## config.mk

```make
export PLATFORM = sky130hd
export DESIGN_NAME = tempo_transport_clock_flat
export DESIGN_NICKNAME = d
export VERILOG_FILES = /design/src/rtl/ttc_pkg.sv /design/src/rtl/ttc_if.sv /design/src/rtl/ttc_ctrl.sv /design/src/rtl/ttc_datapath.sv /design/src/rtl/tempo_transport_clock.sv /design/src/flat_wrapper.sv
export SDC_FILE = /design/constraint.sdc
export NUM_CORES = 2
export LEC_CHECK = 0
export ABC_AREA = 1
export CAP_MARGIN = 40
export CORE_MARGIN = 2
export CORE_UTILIZATION = 48
export CTS_CLUSTER_DIAMETER = 200
export CTS_CLUSTER_SIZE = 12
export DETAILED_ROUTE_END_ITERATION = 6
export DONT_BUFFER_PORTS = 1
export PLACE_DENSITY = 0.74
export SLEW_MARGIN = 0
export SYNTH_ARGS = -nofsm -noshare
export SYNTH_HDL_FRONTEND = slang
export SYNTH_HIERARCHICAL = 1
export SYNTH_SLANG_ARGS = --single-unit
```

## constraint.sdc

```tcl
create_clock -name clk -period 6.8 [get_ports clk]
set_input_delay 0.34 -clock clk [delete_from_list [all_inputs] [get_ports clk]]
set_output_delay 0.34 -clock clk [all_outputs]
set_load 0.01 [all_outputs]
```

## src/rtl/ttc_pkg.sv

```systemverilog
// Package for the tempo transport clock: widths, limits, command codes,
// controller states and the control/status structs. No dependencies.
package ttc_pkg;

    localparam int MEASURE_BITS    = 12;
    localparam int NAV_MEASURE_MAX = 125;

    localparam int CMD_W      = 4;
    localparam int TEMPO_W    = 9;
    localparam int TPQ_W      = 10;
    localparam int BPM_W      = 5;
    localparam int POS_W      = 26;
    localparam int MEAS_OUT_W = 12;
    localparam int MTICK_W    = 14;
    localparam int DELTA_W    = 19;
    localparam int CFG_IDX_W  = 1;
    localparam int CFG_DATA_W = 10;

    localparam int TPQ_MIN     = 24;
    localparam int TPQ_MAX     = 960;
    localparam int TPQ_RESET   = 480;
    localparam int BPM_MIN     = 1;
    localparam int BPM_MAX     = 16;
    localparam int BPM_RESET   = 4;
    localparam int TEMPO_MIN   = 30;
    localparam int TEMPO_MAX   = 300;
    localparam int TEMPO_RESET = 120;

    localparam logic [MEASURE_BITS-1:0] MEAS_LIMIT = '1;
    localparam logic [MEASURE_BITS-1:0] NAV_MAX    = MEASURE_BITS'(NAV_MEASURE_MAX);
    localparam int PM_W = MEASURE_BITS + MTICK_W;

    // tick/3600 = ((tick >> 4) * floor(2^30 / 225)) >> 30, plus one fix-up step
    localparam int FRAC_UNITS  = 3600;
    localparam int FRAC_SHIFT  = 4;
    localparam int FRAC_ODD    = 225;
    localparam int RECIP_SHIFT = 30;
    localparam int RECIP_MUL   = 4772185;
    localparam int XQ_W        = POS_W - FRAC_SHIFT;
    localparam int PROD_W      = 45;
    localparam int Q_W         = PROD_W - RECIP_SHIFT;

    // remainder by restoring subtraction of len << k, k = RED_STEPS-1 .. 0
    localparam int RED_STEPS  = 10;
    localparam int RED_CNT_W  = 4;
    localparam int RED_EXT_W  = POS_W + RED_STEPS;

    typedef enum logic [CMD_W-1:0] {
        CMD_FRAME  = 4'd0,
        CMD_FASTER = 4'd1,
        CMD_SLOWER = 4'd2,
        CMD_REPEAT = 4'd3,
        CMD_NEXT   = 4'd4,
        CMD_PREV   = 4'd5,
        CMD_FIRST  = 4'd6,
        CMD_END    = 4'd7,
        CMD_STOP   = 4'd8,
        CMD_PLAY   = 4'd9,
        CMD_LOAD   = 4'd10
    } cmd_code_t;

    typedef enum logic [CFG_IDX_W-1:0] {
        CFG_TPQ = 1'b0,
        CFG_BPM = 1'b1
    } cfg_idx_t;

    typedef enum logic [2:0] {
        ST_IDLE,
        ST_PREP,
        ST_EXEC,
        ST_REDUCE,
        ST_ADVANCE,
        ST_POS_MUL,
        ST_POS_EST,
        ST_POS_FIX
    } ctrl_state_t;

    typedef struct packed {
        logic                 load_in;
        logic                 exec;
        logic                 reduce;
        logic [RED_CNT_W-1:0] red_shift;
        logic                 advance;
        logic                 pos_mul;
        logic                 pos_est;
        logic                 pos_fix;
    } dp_ctrl_t;

    typedef struct packed {
        logic is_frame;
        logic playing;
        logic need_reduce;
    } dp_stat_t;

    typedef struct packed {
        logic                  position_valid;
        logic [POS_W-1:0]      position_ticks;
        logic [POS_W-1:0]      prev_position_ticks;
        logic [MEAS_OUT_W-1:0] measure_number;
        logic [TEMPO_W-1:0]    tempo_bpm;
        logic                  playing;
        logic                  repeat_on;
        logic                  moved_back;
    } res_t;

endpackage

```

## src/rtl/ttc_if.sv

```systemverilog
// Valid/ready channel interfaces for commands and results.
// Depends on ttc_pkg.
interface ttc_cmd_if;
    import ttc_pkg::*;

    logic               valid;
    logic               ready;
    logic [CMD_W-1:0]   cmd;
    logic [TEMPO_W-1:0] tempo_value;

    modport source (output valid, output cmd, output tempo_value, input ready);
    modport sink (input valid, input cmd, input tempo_value, output ready);
endinterface

interface ttc_res_if;
    import ttc_pkg::*;

    logic                  valid;
    logic                  ready;
    logic                  position_valid;
    logic [POS_W-1:0]      position_ticks;
    logic [POS_W-1:0]      prev_position_ticks;
    logic [MEAS_OUT_W-1:0] measure_number;
    logic [TEMPO_W-1:0]    tempo_bpm;
    logic                  playing;
    logic                  repeat_on;
    logic                  moved_back;

    modport source (
        output valid, output position_valid, output position_ticks,
        output prev_position_ticks, output measure_number, output tempo_bpm,
        output playing, output repeat_on, output moved_back, input ready
    );
    modport sink (
        input valid, input position_valid, input position_ticks,
        input prev_position_ticks, input measure_number, input tempo_bpm,
        input playing, input repeat_on, input moved_back, output ready
    );
endinterface

```

## src/rtl/ttc_ctrl.sv

```systemverilog
// Transport controller: sequences command execution, remainder steps and
// position arithmetic, and owns the result valid flag. Depends on ttc_pkg.
module ttc_ctrl (
    input  logic              clk,
    input  logic              rst_n,
    input  logic              in_valid,
    output logic              in_ready,
    output logic              out_valid,
    input  logic              out_ready,
    input  ttc_pkg::dp_stat_t stat,
    output ttc_pkg::dp_ctrl_t ctrl
);
    import ttc_pkg::*;

    ctrl_state_t          state_reg, state_next;
    logic [RED_CNT_W-1:0] red_cnt_reg, red_cnt_next;
    logic                 out_valid_reg, out_valid_next;
    logic                 out_free;

    assign out_free  = !out_valid_reg || out_ready;
    assign out_valid = out_valid_reg;

    always_ff @(posedge clk or negedge rst_n)
    begin
        if (!rst_n)
        begin
            state_reg     <= ST_IDLE;
            red_cnt_reg   <= '0;
            out_valid_reg <= 1'b0;
        end
        else
        begin
            state_reg     <= state_next;
            red_cnt_reg   <= red_cnt_next;
            out_valid_reg <= out_valid_next;
        end
    end

    always_comb
    begin
        state_next = state_reg;
        case (state_reg)
            ST_IDLE:
            begin
                if (in_valid)
                    state_next = ST_PREP;
            end
            ST_PREP:    state_next = ST_EXEC;
            ST_EXEC:
            begin
                if (stat.is_frame && stat.playing)
                    state_next = stat.need_reduce ? ST_REDUCE : ST_ADVANCE;
                else
                    state_next = ST_POS_MUL;
            end
            ST_REDUCE:
            begin
                if (red_cnt_reg == '0)
                    state_next = ST_ADVANCE;
            end
            ST_ADVANCE: state_next = ST_POS_MUL;
            ST_POS_MUL: state_next = ST_POS_EST;
            ST_POS_EST: state_next = ST_POS_FIX;
            ST_POS_FIX:
            begin
                if (out_free)
                    state_next = ST_IDLE;
            end
            default:    state_next = ST_IDLE;
        endcase
    end

    always_comb
    begin
        ctrl           = '0;
        in_ready       = 1'b0;
        red_cnt_next   = red_cnt_reg;
        out_valid_next = out_valid_reg && !out_ready;
        ctrl.red_shift = red_cnt_reg;
        case (state_reg)
            ST_IDLE:
            begin
                in_ready     = 1'b1;
                ctrl.load_in = in_valid;
            end
            ST_PREP:    ;
            ST_EXEC:
            begin
                ctrl.exec    = 1'b1;
                red_cnt_next = RED_CNT_W'(RED_STEPS - 1);
            end
            ST_REDUCE:
            begin
                ctrl.reduce  = 1'b1;
                red_cnt_next = red_cnt_reg - 1'b1;
            end
            ST_ADVANCE: ctrl.advance = 1'b1;
            ST_POS_MUL: ctrl.pos_mul = 1'b1;
            ST_POS_EST: ctrl.pos_est = 1'b1;
            ST_POS_FIX:
            begin
                ctrl.pos_fix = out_free;
                if (out_free)
                    out_valid_next = 1'b1;
            end
            default:    ;
        endcase
    end

`ifndef ASSERT_OFF
    a_accept_prep: assert property (@(posedge clk) disable iff (!rst_n)
        (in_valid && in_ready) |=> (state_reg == ST_PREP))
        else $error("accepted beat did not start processing");

    a_reduce_end: assert property (@(posedge clk) disable iff (!rst_n)
        (state_reg == ST_REDUCE && red_cnt_reg == '0) |=> (state_reg == ST_ADVANCE))
        else $error("remainder loop did not terminate");

    a_hold_result: assert property (@(posedge clk) disable iff (!rst_n)
        (state_reg == ST_POS_FIX && out_valid_reg && !out_ready)
        |=> (state_reg == ST_POS_FIX && out_valid_reg))
        else $error("result overwritten while pending");
`endif

endmodule

```

## src/rtl/ttc_datapath.sv

```systemverilog
// Transport datapath: configuration, transport state, tick accumulator,
// remainder unit and position arithmetic. Depends on ttc_pkg.
module ttc_datapath (
    input  logic                             clk,
    input  logic                             rst_n,
    input  logic                             cfg_we,
    input  logic [ttc_pkg::CFG_IDX_W-1:0]    cfg_index,
    input  logic [ttc_pkg::CFG_DATA_W-1:0]   cfg_data,
    input  logic [ttc_pkg::CMD_W-1:0]        in_cmd,
    input  logic [ttc_pkg::TEMPO_W-1:0]      in_tempo,
    input  ttc_pkg::dp_ctrl_t                ctrl,
    output ttc_pkg::dp_stat_t                stat,
    output ttc_pkg::res_t                    res
);
    import ttc_pkg::*;

    logic [TPQ_W-1:0]        tpq_reg, tpq_c;
    logic [BPM_W-1:0]        bpm_reg, bpm_c;
    logic [MTICK_W-1:0]      mticks_reg;
    logic [POS_W-1:0]        len_reg;
    logic [DELTA_W-1:0]      delta_reg;

    logic [CMD_W-1:0]        cmd_reg, cmd_next;
    logic [TEMPO_W-1:0]      tv_reg, tv_next;
    logic [POS_W-1:0]        tick_reg, tick_next;
    logic [POS_W-1:0]        prev_reg, prev_next;
    logic [MEASURE_BITS-1:0] mc_reg, mc_next;
    logic [TEMPO_W-1:0]      tempo_reg, tempo_next;
    logic                    play_reg, play_next;
    logic                    repeat_reg, repeat_next;
    logic                    valid_reg, valid_next;
    logic                    back_reg, back_next;

    logic [RED_EXT_W-1:0]    len_sh;
    logic [POS_W:0]          adv_sum;

    logic [XQ_W-1:0]         xa, xb;
    logic [PROD_W-1:0]       prod_a_reg, prod_b_reg;
    logic [PM_W-1:0]         prod_m_reg;
    logic [Q_W-1:0]          q0_a_reg, q0_b_reg;
    logic [XQ_W-1:0]         qm_a_reg, qm_b_reg;
    logic [XQ_W-1:0]         rem_a, rem_b;
    logic [Q_W-1:0]          q_a, q_b;
    res_t                    res_reg;

    always_ff @(posedge clk or negedge rst_n)
    begin
        if (!rst_n)
        begin
            tpq_reg <= TPQ_W'(TPQ_RESET);
            bpm_reg <= BPM_W'(BPM_RESET);
        end
        else if (cfg_we)
        begin
            case (cfg_index)
                CFG_TPQ: tpq_reg <= cfg_data[TPQ_W-1:0];
                CFG_BPM: bpm_reg <= cfg_data[BPM_W-1:0];
                default: ;
            endcase
        end
    end

    always_comb
    begin
        if (tpq_reg < TPQ_W'(TPQ_MIN))
            tpq_c = TPQ_W'(TPQ_MIN);
        else if (tpq_reg > TPQ_W'(TPQ_MAX))
            tpq_c = TPQ_W'(TPQ_MAX);
        else
            tpq_c = tpq_reg;
        if (bpm_reg < BPM_W'(BPM_MIN))
            bpm_c = BPM_W'(BPM_MIN);
        else if (bpm_reg > BPM_W'(BPM_MAX))
            bpm_c = BPM_W'(BPM_MAX);
        else
            bpm_c = bpm_reg;
    end

    // measure length and per-frame step, registered from config/tempo (length via mticks_reg, then len_reg)
    always_ff @(posedge clk)
    begin
        mticks_reg <= MTICK_W'(tpq_c) * MTICK_W'(bpm_c);
        len_reg    <= POS_W'(mticks_reg) * POS_W'(FRAC_UNITS);
        delta_reg  <= DELTA_W'(tempo_reg) * DELTA_W'(tpq_c);
    end

    always_ff @(posedge clk or negedge rst_n)
    begin
        if (!rst_n)
        begin
            cmd_reg    <= '0;
            tv_reg     <= '0;
            tick_reg   <= '0;
            prev_reg   <= '0;
            mc_reg     <= MEASURE_BITS'(1);
            tempo_reg  <= TEMPO_W'(TEMPO_RESET);
            play_reg   <= 1'b0;
            repeat_reg <= 1'b0;
            valid_reg  <= 1'b0;
            back_reg   <= 1'b0;
        end
        else
        begin
            cmd_reg    <= cmd_next;
            tv_reg     <= tv_next;
            tick_reg   <= tick_next;
            prev_reg   <= prev_next;
            mc_reg     <= mc_next;
            tempo_reg  <= tempo_next;
            play_reg   <= play_next;
            repeat_reg <= repeat_next;
            valid_reg  <= valid_next;
            back_reg   <= back_next;
        end
    end

    assign len_sh  = RED_EXT_W'(len_reg) << ctrl.red_shift;
    assign adv_sum = (POS_W + 1)'(tick_reg) + (POS_W + 1)'(delta_reg);

    always_comb
    begin
        cmd_next    = cmd_reg;
        tv_next     = tv_reg;
        tick_next   = tick_reg;
        prev_next   = prev_reg;
        mc_next     = mc_reg;
        tempo_next  = tempo_reg;
        play_next   = play_reg;
        repeat_next = repeat_reg;
        valid_next  = valid_reg;
        back_next   = back_reg;

        if (ctrl.load_in)
        begin
            cmd_next   = in_cmd;
            tv_next    = in_tempo;
            valid_next = 1'b0;
            back_next  = 1'b0;
        end

        if (ctrl.exec)
        begin
            case (cmd_reg)
                CMD_FASTER:
                begin
                    if (tempo_reg < TEMPO_W'(TEMPO_MAX))
                        tempo_next = tempo_reg + 1'b1;
                end
                CMD_SLOWER:
                begin
                    if (tempo_reg > TEMPO_W'(TEMPO_MIN))
                        tempo_next = tempo_reg - 1'b1;
                end
                CMD_REPEAT: repeat_next = !repeat_reg;
                CMD_NEXT:
                begin
                    if (mc_reg < NAV_MAX)
                        mc_next = mc_reg + 1'b1;
                end
                CMD_PREV:
                begin
                    if (mc_reg != '0)
                    begin
                        mc_next   = mc_reg - 1'b1;
                        back_next = 1'b1;
                    end
                end
                CMD_FIRST:
                begin
                    if (tick_reg != '0)
                        tick_next = '0;
                    else if (mc_reg != '0)
                    begin
                        mc_next   = mc_reg - 1'b1;
                        back_next = 1'b1;
                    end
                end
                CMD_END:
                begin
                    tick_next = '0;
                    if (mc_reg < NAV_MAX)
                        mc_next = mc_reg + 1'b1;
                end
                CMD_STOP:
                begin
                    mc_next   = MEASURE_BITS'(1);
                    tick_next = '0;
                    prev_next = '0;
                end
                CMD_PLAY:   play_next = !play_reg;
                CMD_LOAD:
                begin
                    if (tv_reg < TEMPO_W'(TEMPO_MIN))
                        tempo_next = TEMPO_W'(TEMPO_MIN);
                    else if (tv_reg > TEMPO_W'(TEMPO_MAX))
                        tempo_next = TEMPO_W'(TEMPO_MAX);
                    else
                        tempo_next = tv_reg;
                end
                default:    ;
            endcase
        end

        if (ctrl.reduce)
        begin
            if (RED_EXT_W'(tick_reg) >= len_sh)
                tick_next = tick_reg - len_sh[POS_W-1:0];
        end

        if (ctrl.advance)
        begin
            prev_next  = tick_reg;
            valid_next = 1'b1;
            if (adv_sum >= (POS_W + 1)'(len_reg))
            begin
                tick_next = POS_W'(adv_sum - (POS_W + 1)'(len_reg));
                if (!repeat_reg && mc_reg < MEAS_LIMIT)
                    mc_next = mc_reg + 1'b1;
            end
            else
                tick_next = adv_sum[POS_W-1:0];
        end
    end

    // position = tick/3600 + measure * ticks per measure
    assign xa = tick_reg[POS_W-1:FRAC_SHIFT];
    assign xb = prev_reg[POS_W-1:FRAC_SHIFT];

    always_ff @(posedge clk)
    begin
        if (ctrl.pos_mul)
        begin
            prod_a_reg <= PROD_W'(xa) * PROD_W'(RECIP_MUL);
            prod_b_reg <= PROD_W'(xb) * PROD_W'(RECIP_MUL);
            prod_m_reg <= PM_W'(mc_reg) * PM_W'(mticks_reg);
        end
        if (ctrl.pos_est)
        begin
            q0_a_reg <= prod_a_reg[PROD_W-1:RECIP_SHIFT];
            q0_b_reg <= prod_b_reg[PROD_W-1:RECIP_SHIFT];
            qm_a_reg <= XQ_W'(prod_a_reg[PROD_W-1:RECIP_SHIFT]) * XQ_W'(FRAC_ODD);
            qm_b_reg <= XQ_W'(prod_b_reg[PROD_W-1:RECIP_SHIFT]) * XQ_W'(FRAC_ODD);
        end
        if (ctrl.pos_fix)
            res_reg <= '{
                position_valid:      valid_reg,
                position_ticks:      POS_W'(prod_m_reg + PM_W'(q_a)),
                prev_position_ticks: POS_W'(prod_m_reg + PM_W'(q_b)),
                measure_number:      MEAS_OUT_W'(mc_reg),
                tempo_bpm:           tempo_reg,
                playing:             play_reg,
                repeat_on:           repeat_reg,
                moved_back:          back_reg
            };
    end

    // estimate is low by at most one
    assign rem_a = xa - qm_a_reg;
    assign rem_b = xb - qm_b_reg;
    assign q_a   = q0_a_reg + Q_W'(rem_a >= XQ_W'(FRAC_ODD));
    assign q_b   = q0_b_reg + Q_W'(rem_b >= XQ_W'(FRAC_ODD));

    assign stat.is_frame    = (cmd_reg == CMD_FRAME);
    assign stat.playing     = play_reg;
    assign stat.need_reduce = (tick_reg >= len_reg);
    assign res              = res_reg;

`ifndef ASSERT_OFF
    a_tempo_range: assert property (@(posedge clk) disable iff (!rst_n)
        (tempo_reg >= TEMPO_W'(TEMPO_MIN)) && (tempo_reg <= TEMPO_W'(TEMPO_MAX)))
        else $error("tempo out of range");

    a_back_cmd: assert property (@(posedge clk) disable iff (!rst_n)
        back_reg |-> (cmd_reg == CMD_PREV || cmd_reg == CMD_FIRST))
        else $error("moved_back set by wrong command");

    a_valid_frame: assert property (@(posedge clk) disable iff (!rst_n)
        valid_reg |-> (cmd_reg == CMD_FRAME && play_reg))
        else $error("position_valid without playing frame");
`endif

endmodule

```

## src/rtl/tempo_transport_clock.sv

```systemverilog
// Sequence: a command beat is accepted in idle, passes prep and exec, for a
// playing frame the remainder loop (when the accumulator must be reduced after
// a shorter measure length has been configured) and advance, then multiply,
// estimate and fix-up; the result is registered once the output is free.
// A new command is taken only in idle, after the previous one's fix-up.
// Reset: async active low; measure 1, tempo 120, paused, repeat off.
module tempo_transport_clock (
    input  logic                           clk,
    input  logic                           rst_n,
    input  logic                           cfg_we,
    input  logic [ttc_pkg::CFG_IDX_W-1:0]  cfg_index,
    input  logic [ttc_pkg::CFG_DATA_W-1:0] cfg_data,
    ttc_cmd_if.sink                        command,
    ttc_res_if.source                      result
);
    import ttc_pkg::*;

    dp_ctrl_t dp_ctrl;
    dp_stat_t dp_stat;
    res_t     res;

    ttc_ctrl u_ctrl (
        .clk       (clk),
        .rst_n     (rst_n),
        .in_valid  (command.valid),
        .in_ready  (command.ready),
        .out_valid (result.valid),
        .out_ready (result.ready),
        .stat      (dp_stat),
        .ctrl      (dp_ctrl)
    );

    ttc_datapath u_datapath (
        .clk       (clk),
        .rst_n     (rst_n),
        .cfg_we    (cfg_we),
        .cfg_index (cfg_index),
        .cfg_data  (cfg_data),
        .in_cmd    (command.cmd),
        .in_tempo  (command.tempo_value),
        .ctrl      (dp_ctrl),
        .stat      (dp_stat),
        .res       (res)
    );

    assign result.position_valid      = res.position_valid;
    assign result.position_ticks      = res.position_ticks;
    assign result.prev_position_ticks = res.prev_position_ticks;
    assign result.measure_number      = res.measure_number;
    assign result.tempo_bpm           = res.tempo_bpm;
    assign result.playing             = res.playing;
    assign result.repeat_on           = res.repeat_on;
    assign result.moved_back          = res.moved_back;

endmodule
```

## src/flat_wrapper.sv

```systemverilog
// flat-port wrapper written by rule: the top's interface ports become plain ports
module tempo_transport_clock_flat import ttc_pkg::*;
  (clk, rst_n, cfg_we, cfg_index, cfg_data, command_valid, command_cmd, command_tempo_value, command_ready, result_valid, result_position_valid, result_position_ticks, result_prev_position_ticks, result_measure_number, result_tempo_bpm, result_playing, result_repeat_on, result_moved_back, result_ready);
  ttc_cmd_if command_i ();
  ttc_res_if result_i ();
  input  logic clk;
  input  logic rst_n;
  input  logic cfg_we;
  input  logic [ttc_pkg::CFG_IDX_W-1:0] cfg_index;
  input  logic [ttc_pkg::CFG_DATA_W-1:0] cfg_data;
  input wire logic [$bits(command_i.valid)-1:0] command_valid;
  input wire logic [$bits(command_i.cmd)-1:0] command_cmd;
  input wire logic [$bits(command_i.tempo_value)-1:0] command_tempo_value;
  output wire logic [$bits(command_i.ready)-1:0] command_ready;
  output wire logic [$bits(result_i.valid)-1:0] result_valid;
  output wire logic [$bits(result_i.position_valid)-1:0] result_position_valid;
  output wire logic [$bits(result_i.position_ticks)-1:0] result_position_ticks;
  output wire logic [$bits(result_i.prev_position_ticks)-1:0] result_prev_position_ticks;
  output wire logic [$bits(result_i.measure_number)-1:0] result_measure_number;
  output wire logic [$bits(result_i.tempo_bpm)-1:0] result_tempo_bpm;
  output wire logic [$bits(result_i.playing)-1:0] result_playing;
  output wire logic [$bits(result_i.repeat_on)-1:0] result_repeat_on;
  output wire logic [$bits(result_i.moved_back)-1:0] result_moved_back;
  input wire logic [$bits(result_i.ready)-1:0] result_ready;
  assign command_i.valid = command_valid;
  assign command_i.cmd = command_cmd;
  assign command_i.tempo_value = command_tempo_value;
  assign command_ready = command_i.ready;
  assign result_valid = result_i.valid;
  assign result_position_valid = result_i.position_valid;
  assign result_position_ticks = result_i.position_ticks;
  assign result_prev_position_ticks = result_i.prev_position_ticks;
  assign result_measure_number = result_i.measure_number;
  assign result_tempo_bpm = result_i.tempo_bpm;
  assign result_playing = result_i.playing;
  assign result_repeat_on = result_i.repeat_on;
  assign result_moved_back = result_i.moved_back;
  assign result_i.ready = result_ready;
  tempo_transport_clock u_core (.clk(clk), .rst_n(rst_n), .cfg_we(cfg_we), .cfg_index(cfg_index), .cfg_data(cfg_data), .command(command_i), .result(result_i));
endmodule
```

# After elaboration in Yosys (flattened, before gate mapping)
# Index checks and enable logic that the tools add are counted.
totals:
  ff_bits: 435
  word_cells: 172
op_classes:
  bitwise: 1
  shift: 1
  order_cmp: 15
  n_reduce_logical: 27
  n_mux: 51
  addsub: 14
  n_eq_ne: 22
  mul: 8
ops:
  columns: ["operator", "n"]
  rows:
  - ["26-bit 2-to-1 mux", 9]
  - ["22-bit by 23-bit multiplier with 45-bit output (second input constant)", 2]
  - ["12-bit 2-to-1 mux", 7]
  - ["26-bit by 15-bit adder with 26-bit output", 2]
  - ["26-bit one-hot mux with 2 select lines", 1]
  - ["26-bit subtractor", 2]
  - ["12-bit one-hot mux with 4 select lines", 1]
  - ["22-bit by 8-bit greater-or-equal comparator with 1-bit output (second input constant)", 2]
  - ["15-bit by 8-bit multiplier with 22-bit output (second input constant)", 2]
  - ["22-bit subtractor", 2]
  - ["26-bit by 36-bit greater-or-equal comparator with 1-bit output", 1]
  - ["9-bit 2-to-1 mux", 4]
  - ["26-bit by 4-bit left shift with 36-bit output", 1]
  - ["15-bit by 1-bit adder with 15-bit output", 2]
  - ["26-bit by 19-bit adder with 27-bit output", 1]
  - ["27-bit by 26-bit greater-or-equal comparator with 1-bit output", 1]
  - ["9-bit one-hot mux with 3 select lines", 1]
  - ["26-bit greater-or-equal comparator", 1]
  - ["12-bit by 14-bit multiplier with 26-bit output", 1]
  - ["26-bit nonzero test", 1]
  - ["3-bit one-hot mux with 8 select lines", 1]
  - ["14-bit by 8-bit multiplier with 22-bit output (second input constant)", 1]
  - ["10-bit 2-to-1 mux", 2]
  - ["9-bit by 10-bit multiplier with 19-bit output", 1]
  - ["other kinds (42)", 90]

# Depth between registers and ports, before layout
depth:
  word_depth: 8
  mapped_depth: 35
  depth_no_buf: 35

# Modules after synthesis
# The synthesis kept the hierarchy.
modules_own_cells:
  columns: ["mod", "cells_each", "area_each_um2", "n_inst"]
  rows:
  - ["ttc_datapath", 6665, 54109.4, 1]
  - ["ttc_ctrl", 68, 503.0, 1]

# Worst setup path after synthesis
# Ideal clock, no wire load.
synth_path:
  path_type: "reg2reg"
  from: "register u_core.u_datapath.mc_reg[10]"
  to: "register u_core.u_datapath.prod_m_reg[19], data pin"
  t_arrival_ns: 5.164
  t_required_ns: 6.548
  n_path_buf: 2
  path_slack_ns: 1.384
  synth_period_minus_slack_ns: 5.416
  stages_incl_launch_ff: 22
  cell_sequence: "dfrtp_1 > clkbuf_1 > buf_1 > nand2_1 > fa_1 > fa_1 > inv_1 > fa_1 > inv_1 > fa_1 > inv_1 > fa_1 > ha_1 > nand2_1 > nor2_1 > inv_1 > o21ai_0 > a21boi_0 > o21ai_0 > nand3_1 > nand3_1 > nand2_1"
synth_via:
  elab_chain_len: 1
synth_lines:
  columns: ["element", "line", "text"]
  rows:
  - ["start, declared", "ttc_datapath.sv:27", "logic [MEASURE_BITS-1:0] mc_reg, mc_next;"]
  - ["start signal, assigned", "ttc_datapath.sv:108", "mc_reg <= mc_next;"]
  - ["12-bit by 14-bit multiplier with 26-bit output", "ttc_datapath.sv:235", "prod_m_reg <= PM_W'(mc_reg) * PM_W'(mticks_reg);"]
  - ["end signal, assigned", "ttc_datapath.sv:235", null]
  - ["end, declared", "ttc_datapath.sv:39", "logic [PM_W-1:0] prod_m_reg;"]
# No other way between the ends.
# A chain may end at the register's enable or synchronous reset.

# Final worst setup path
layout_path:
  from: "register u_core.u_datapath.tick_reg[25]"
  to: "register u_core.u_datapath.prod_a_reg[38], data pin"
layout_via:
  elab_chain_len: 1
layout_lines:
  columns: ["element", "line", "text"]
  rows:
  - ["start, declared", "ttc_datapath.sv:25", "logic [POS_W-1:0] tick_reg, tick_next;"]
  - ["start signal, assigned", "ttc_datapath.sv:106", "tick_reg <= tick_next;"]
  - ["22-bit by 23-bit multiplier with 45-bit output", "ttc_datapath.sv:233", "prod_a_reg <= PROD_W'(xa) * PROD_W'(RECIP_MUL);"]
  - ["end signal, assigned", "ttc_datapath.sv:233", null]
  - ["end, declared", "ttc_datapath.sv:38", "logic [PROD_W-1:0] prod_a_reg, prod_b_reg;"]
# No other way between the ends.

==> impl_results.md <==
- Outcome: complete, no violations
- Count of final hold-check violations: 0
- RSZ-0062 raised after global routing: no
- Area Growth Syn to Fin: 6.351%
- Clock Tree Buf Depth: 3
- Max reg flops: slightly below 80
- Crit start category: register
- # setup viols final: 0
- Most used DFF post-synth: edfxtp_1
- Final max-slew violation count: 0
- Initial antenna violation count: 2
- Clock-pin slew on the worst setup and hold paths: roughly 0.090 ns
- Synth Register Bits: ~360
- DR vias: ~45000
- Fmax: around 0.16 GHz
- Worst-skew pair later-pin latency: approximately 0.6 ns
- Critical Path AT: between 6 and 7 ns
- Syn avg cell area: a little over 8 sq um
- Hold Path Class: primary input to register
- Compound-Gate Fraction of Synth Area: roughly 8.7%
- Die Ht: around 340 um
- Die Area: 116500 sq um
- Clock skew: between 0.05 and 0.06 ns
- Share of cells above drive strength 1: around 2.6%
- Cell Area, Synth: around 55000 sq um
- Multi-input logic area: slightly below 40000 sq um
- Routed WL: around 160 mm
- H-Tree Depth: 2
- Xor/xnor cell area share of the yosys netlist: under 10%
- Detailed Place HPWL: roughly 130 mm
- Mapped Cells: between 6000 and 7000
- Fillcell total: 10620
- MaxCap Viol Count: 0
- Synth Area in Simple Gates: about 17%
- Largest family of logic cells by synthesized area: adder cells
- Syn_nets: around 8200
- Yosys warns: 6
- Nets@finish: just over 8000
- Root buffer cell: clkbuf_16
- Wire length per cell: 19.39 um
- I/O pin count: about 110
- GRT Util Overall: roughly 28%
- CORE AREA: 112700 sq um
- Worst Path Required: around 7.1 ns
- Slew @ Worst Pin: 0.9334 ns
- Final period util: a little over 90%
- CP Capture Type: register
- Routability cong.: roughly 0.98
- Vias in the first global route: between 40000 and 50000
- Storage cell area: around 9800 sq um
- Via/cell ratio: roughly 5.5
- Worst-path fanout max: 13
- Initial core utilization: between 40% and 50%
- Mux share of post-synthesis cell area: 0.1947%
- First DRT Iteration DRCs: 3373
- CTS buffer count: 36
- Ys async rst share: 30.19%
- Die Wd: 341.3 um
- Row count: ~120
- Largest net degree at the start of global routing: 110
- Drt first pass iters: 7
- Post-DRT Antenna Nets: 0
- Sequential fraction of the synthesis area: ~18%
- Synth Area in Adders: about two fifths
- Setup CP Type: register to register
- Number of setup buffers added after CTS: 0
- DRC Markers: 0
- Post-synthesis cell type count: 64
- First-pass GRT wire length: ~250 mm
- GRT Residual Overflow: 0
- Post-synth EDFFs: 197
- TritonCTS clock tree: yes
- Slew headroom: 37.55%
- Fin crit period: roughly 6.3 ns
- CTS sink cnt: about 360
- Setup_tns: 0 ns
- Count of buffers from port buffering: 0
## timing repair
item / CTS / global route
hold buffers: 26 / 0
gates resized for setup: 0 / 0
hold endpoints to repair: 138 / 0
## cells by family after synthesis
logic type	after synthesis
AOI/OAI and AO/OA	857
xor gates and xnor gates	275
adders and majority gates	1470
buffers and inverters	1521
DFF	361
muxes	10
and+or+nand+nor	2239
## layout by cell type, fill, tap and decap left out, drive strengths merged, types with 10 or more instances in the layout
master	synthesis	routed
nand2	1234	1234
a31oi	31	31
a21boi	14	14
nand3b	11	11
ha	929	929
buf	38	81
fa	541	541
xor2	188	188
inv	1412	1413
o31ai	20	20
o211ai	13	13
nor4	33	33
edfxtp	197	197
nand3	301	301
nor2	477	477
a21oi	372	372
o22ai	24	24
a21o	24	24
xnor2	87	87
nand4	92	92
o21bai	36	36
nor3	68	68
o21a	11	11
clkbuf	69	64
o21ai	288	288
dfstp	10	10
or2	11	11
dfxtp	55	55
dlygate4sd3	0	25
dfrtp	99	99
## metal layers
metal / part of all wire, % / global-route usage, % / vias to the layer above
met2: 48 / 47.24 / 1551
met5: 0 / 0 / -
met3: 6.5 / 3.739 / 345
li1: - / - / 21680
met1: 42 / 35.23 / 21720
met4: 4.1 / 10.35 / 0
## critical path, cell delays in order (launching register included)
cell and delay [ns]:
dfrtp_1 0.75, inv_1 0.33, ha_1 0.36, inv_1 0.08, fa_1 0.55, inv_1 0.04, ha_1 0.32, fa_1 0.55
inv_1 0.06, fa_1 0.52, inv_1 0.05, fa_1 0.47, ha_1 0.31, ha_1 0.32, nand2_1 0.11, nor2_1 0.20
nand2_1 0.11, nor3_1 0.23, nand3_1 0.12, o2111ai_1 0.40, xor2_1 0.11
## area by class of cell
class / count / area share (%)
clock inverters: 2 / 0.04739
diodes: 3 / 0.01293
multi-input cells: 4851 / 67.34
flip-flops and latches: 361 / 16.80
inverters: 1414 / 9.138
well taps: 1500 / 3.231
clock buffers: 64 / 1.805
repair buffers: 106 / 1.622
## final timing paths
path	start	end	slack, ns	cells after the start
max in group asynchronous	rst_n	u_core/u_datapath/prev_reg[19]	5.85	2
setup / recovery	u_core/u_datapath/tick_reg[25]	u_core/u_datapath/prod_a_reg[38]	0.52	20
min in group asynchronous	rst_n	u_core/u_datapath/tick_reg[25]	0.47	2
hold / removal	result_ready	u_core/u_ctrl/state_reg[2]	0.04	3
setup reg to reg	u_core/u_datapath/tick_reg[25]	u_core/u_datapath/prod_a_reg[38]	0.52	20
hold reg to reg	u_core/u_datapath/valid_reg	u_core/u_datapath/res[76]	0.46	0
## Yosys cell counts (all sizes together), types with 5 or more instances
cell type	n	area, sq um
a21boi	14	108.9
a21o	24	180.2
a21oi	372	1866
a221oi	6	52.55
a31oi	31	193.9
buf	38	200.2
clkbuf	69	260.2
dfrtp	99	2477
dfstp	10	262.8
dfxtp	55	1101
edfxtp	197	5916
fa	541	10830
ha	929	11620
inv	1412	5300
mux2	5	56.30
mux2i	5	50.05
nand2	1234	4652
nand3	301	1529
nand3b	11	98.84
nand4	92	575.6
nor2	477	1800
nor3	68	350.3
nor4	33	206.5
o211ai	13	97.59
o21a	11	82.58
o21ai	288	1445
o21bai	36	270.3
o221ai	6	52.55
o22ai	24	150.1
o31ai	20	150.1
or2	11	68.82
xnor2	87	762.0
xor2	188	1647
## stage by stage
step	util, %	hold slack (ns)	cells	instance area [sq um]	setup WS (ns)
6_report	51.56	0.04429	8301	58080	0.5152
5_1_grt	51.55	0.05295	8298	58070	0.2163
4_1_cts	51.54	0.01870	8297	58070	0.5911
3_5_place_dp	50.34	0.04785	8205	56710	0.6466
3_3_place_gp	50.25	0.04787	8199	56600	0.7911
2_1_floorplan	-	0.04441	6733	54610	1.384
Power is left out: the tool's default activity adds up to more than one toggle a clock period on the data nets, which glitch-free logic cannot reach.
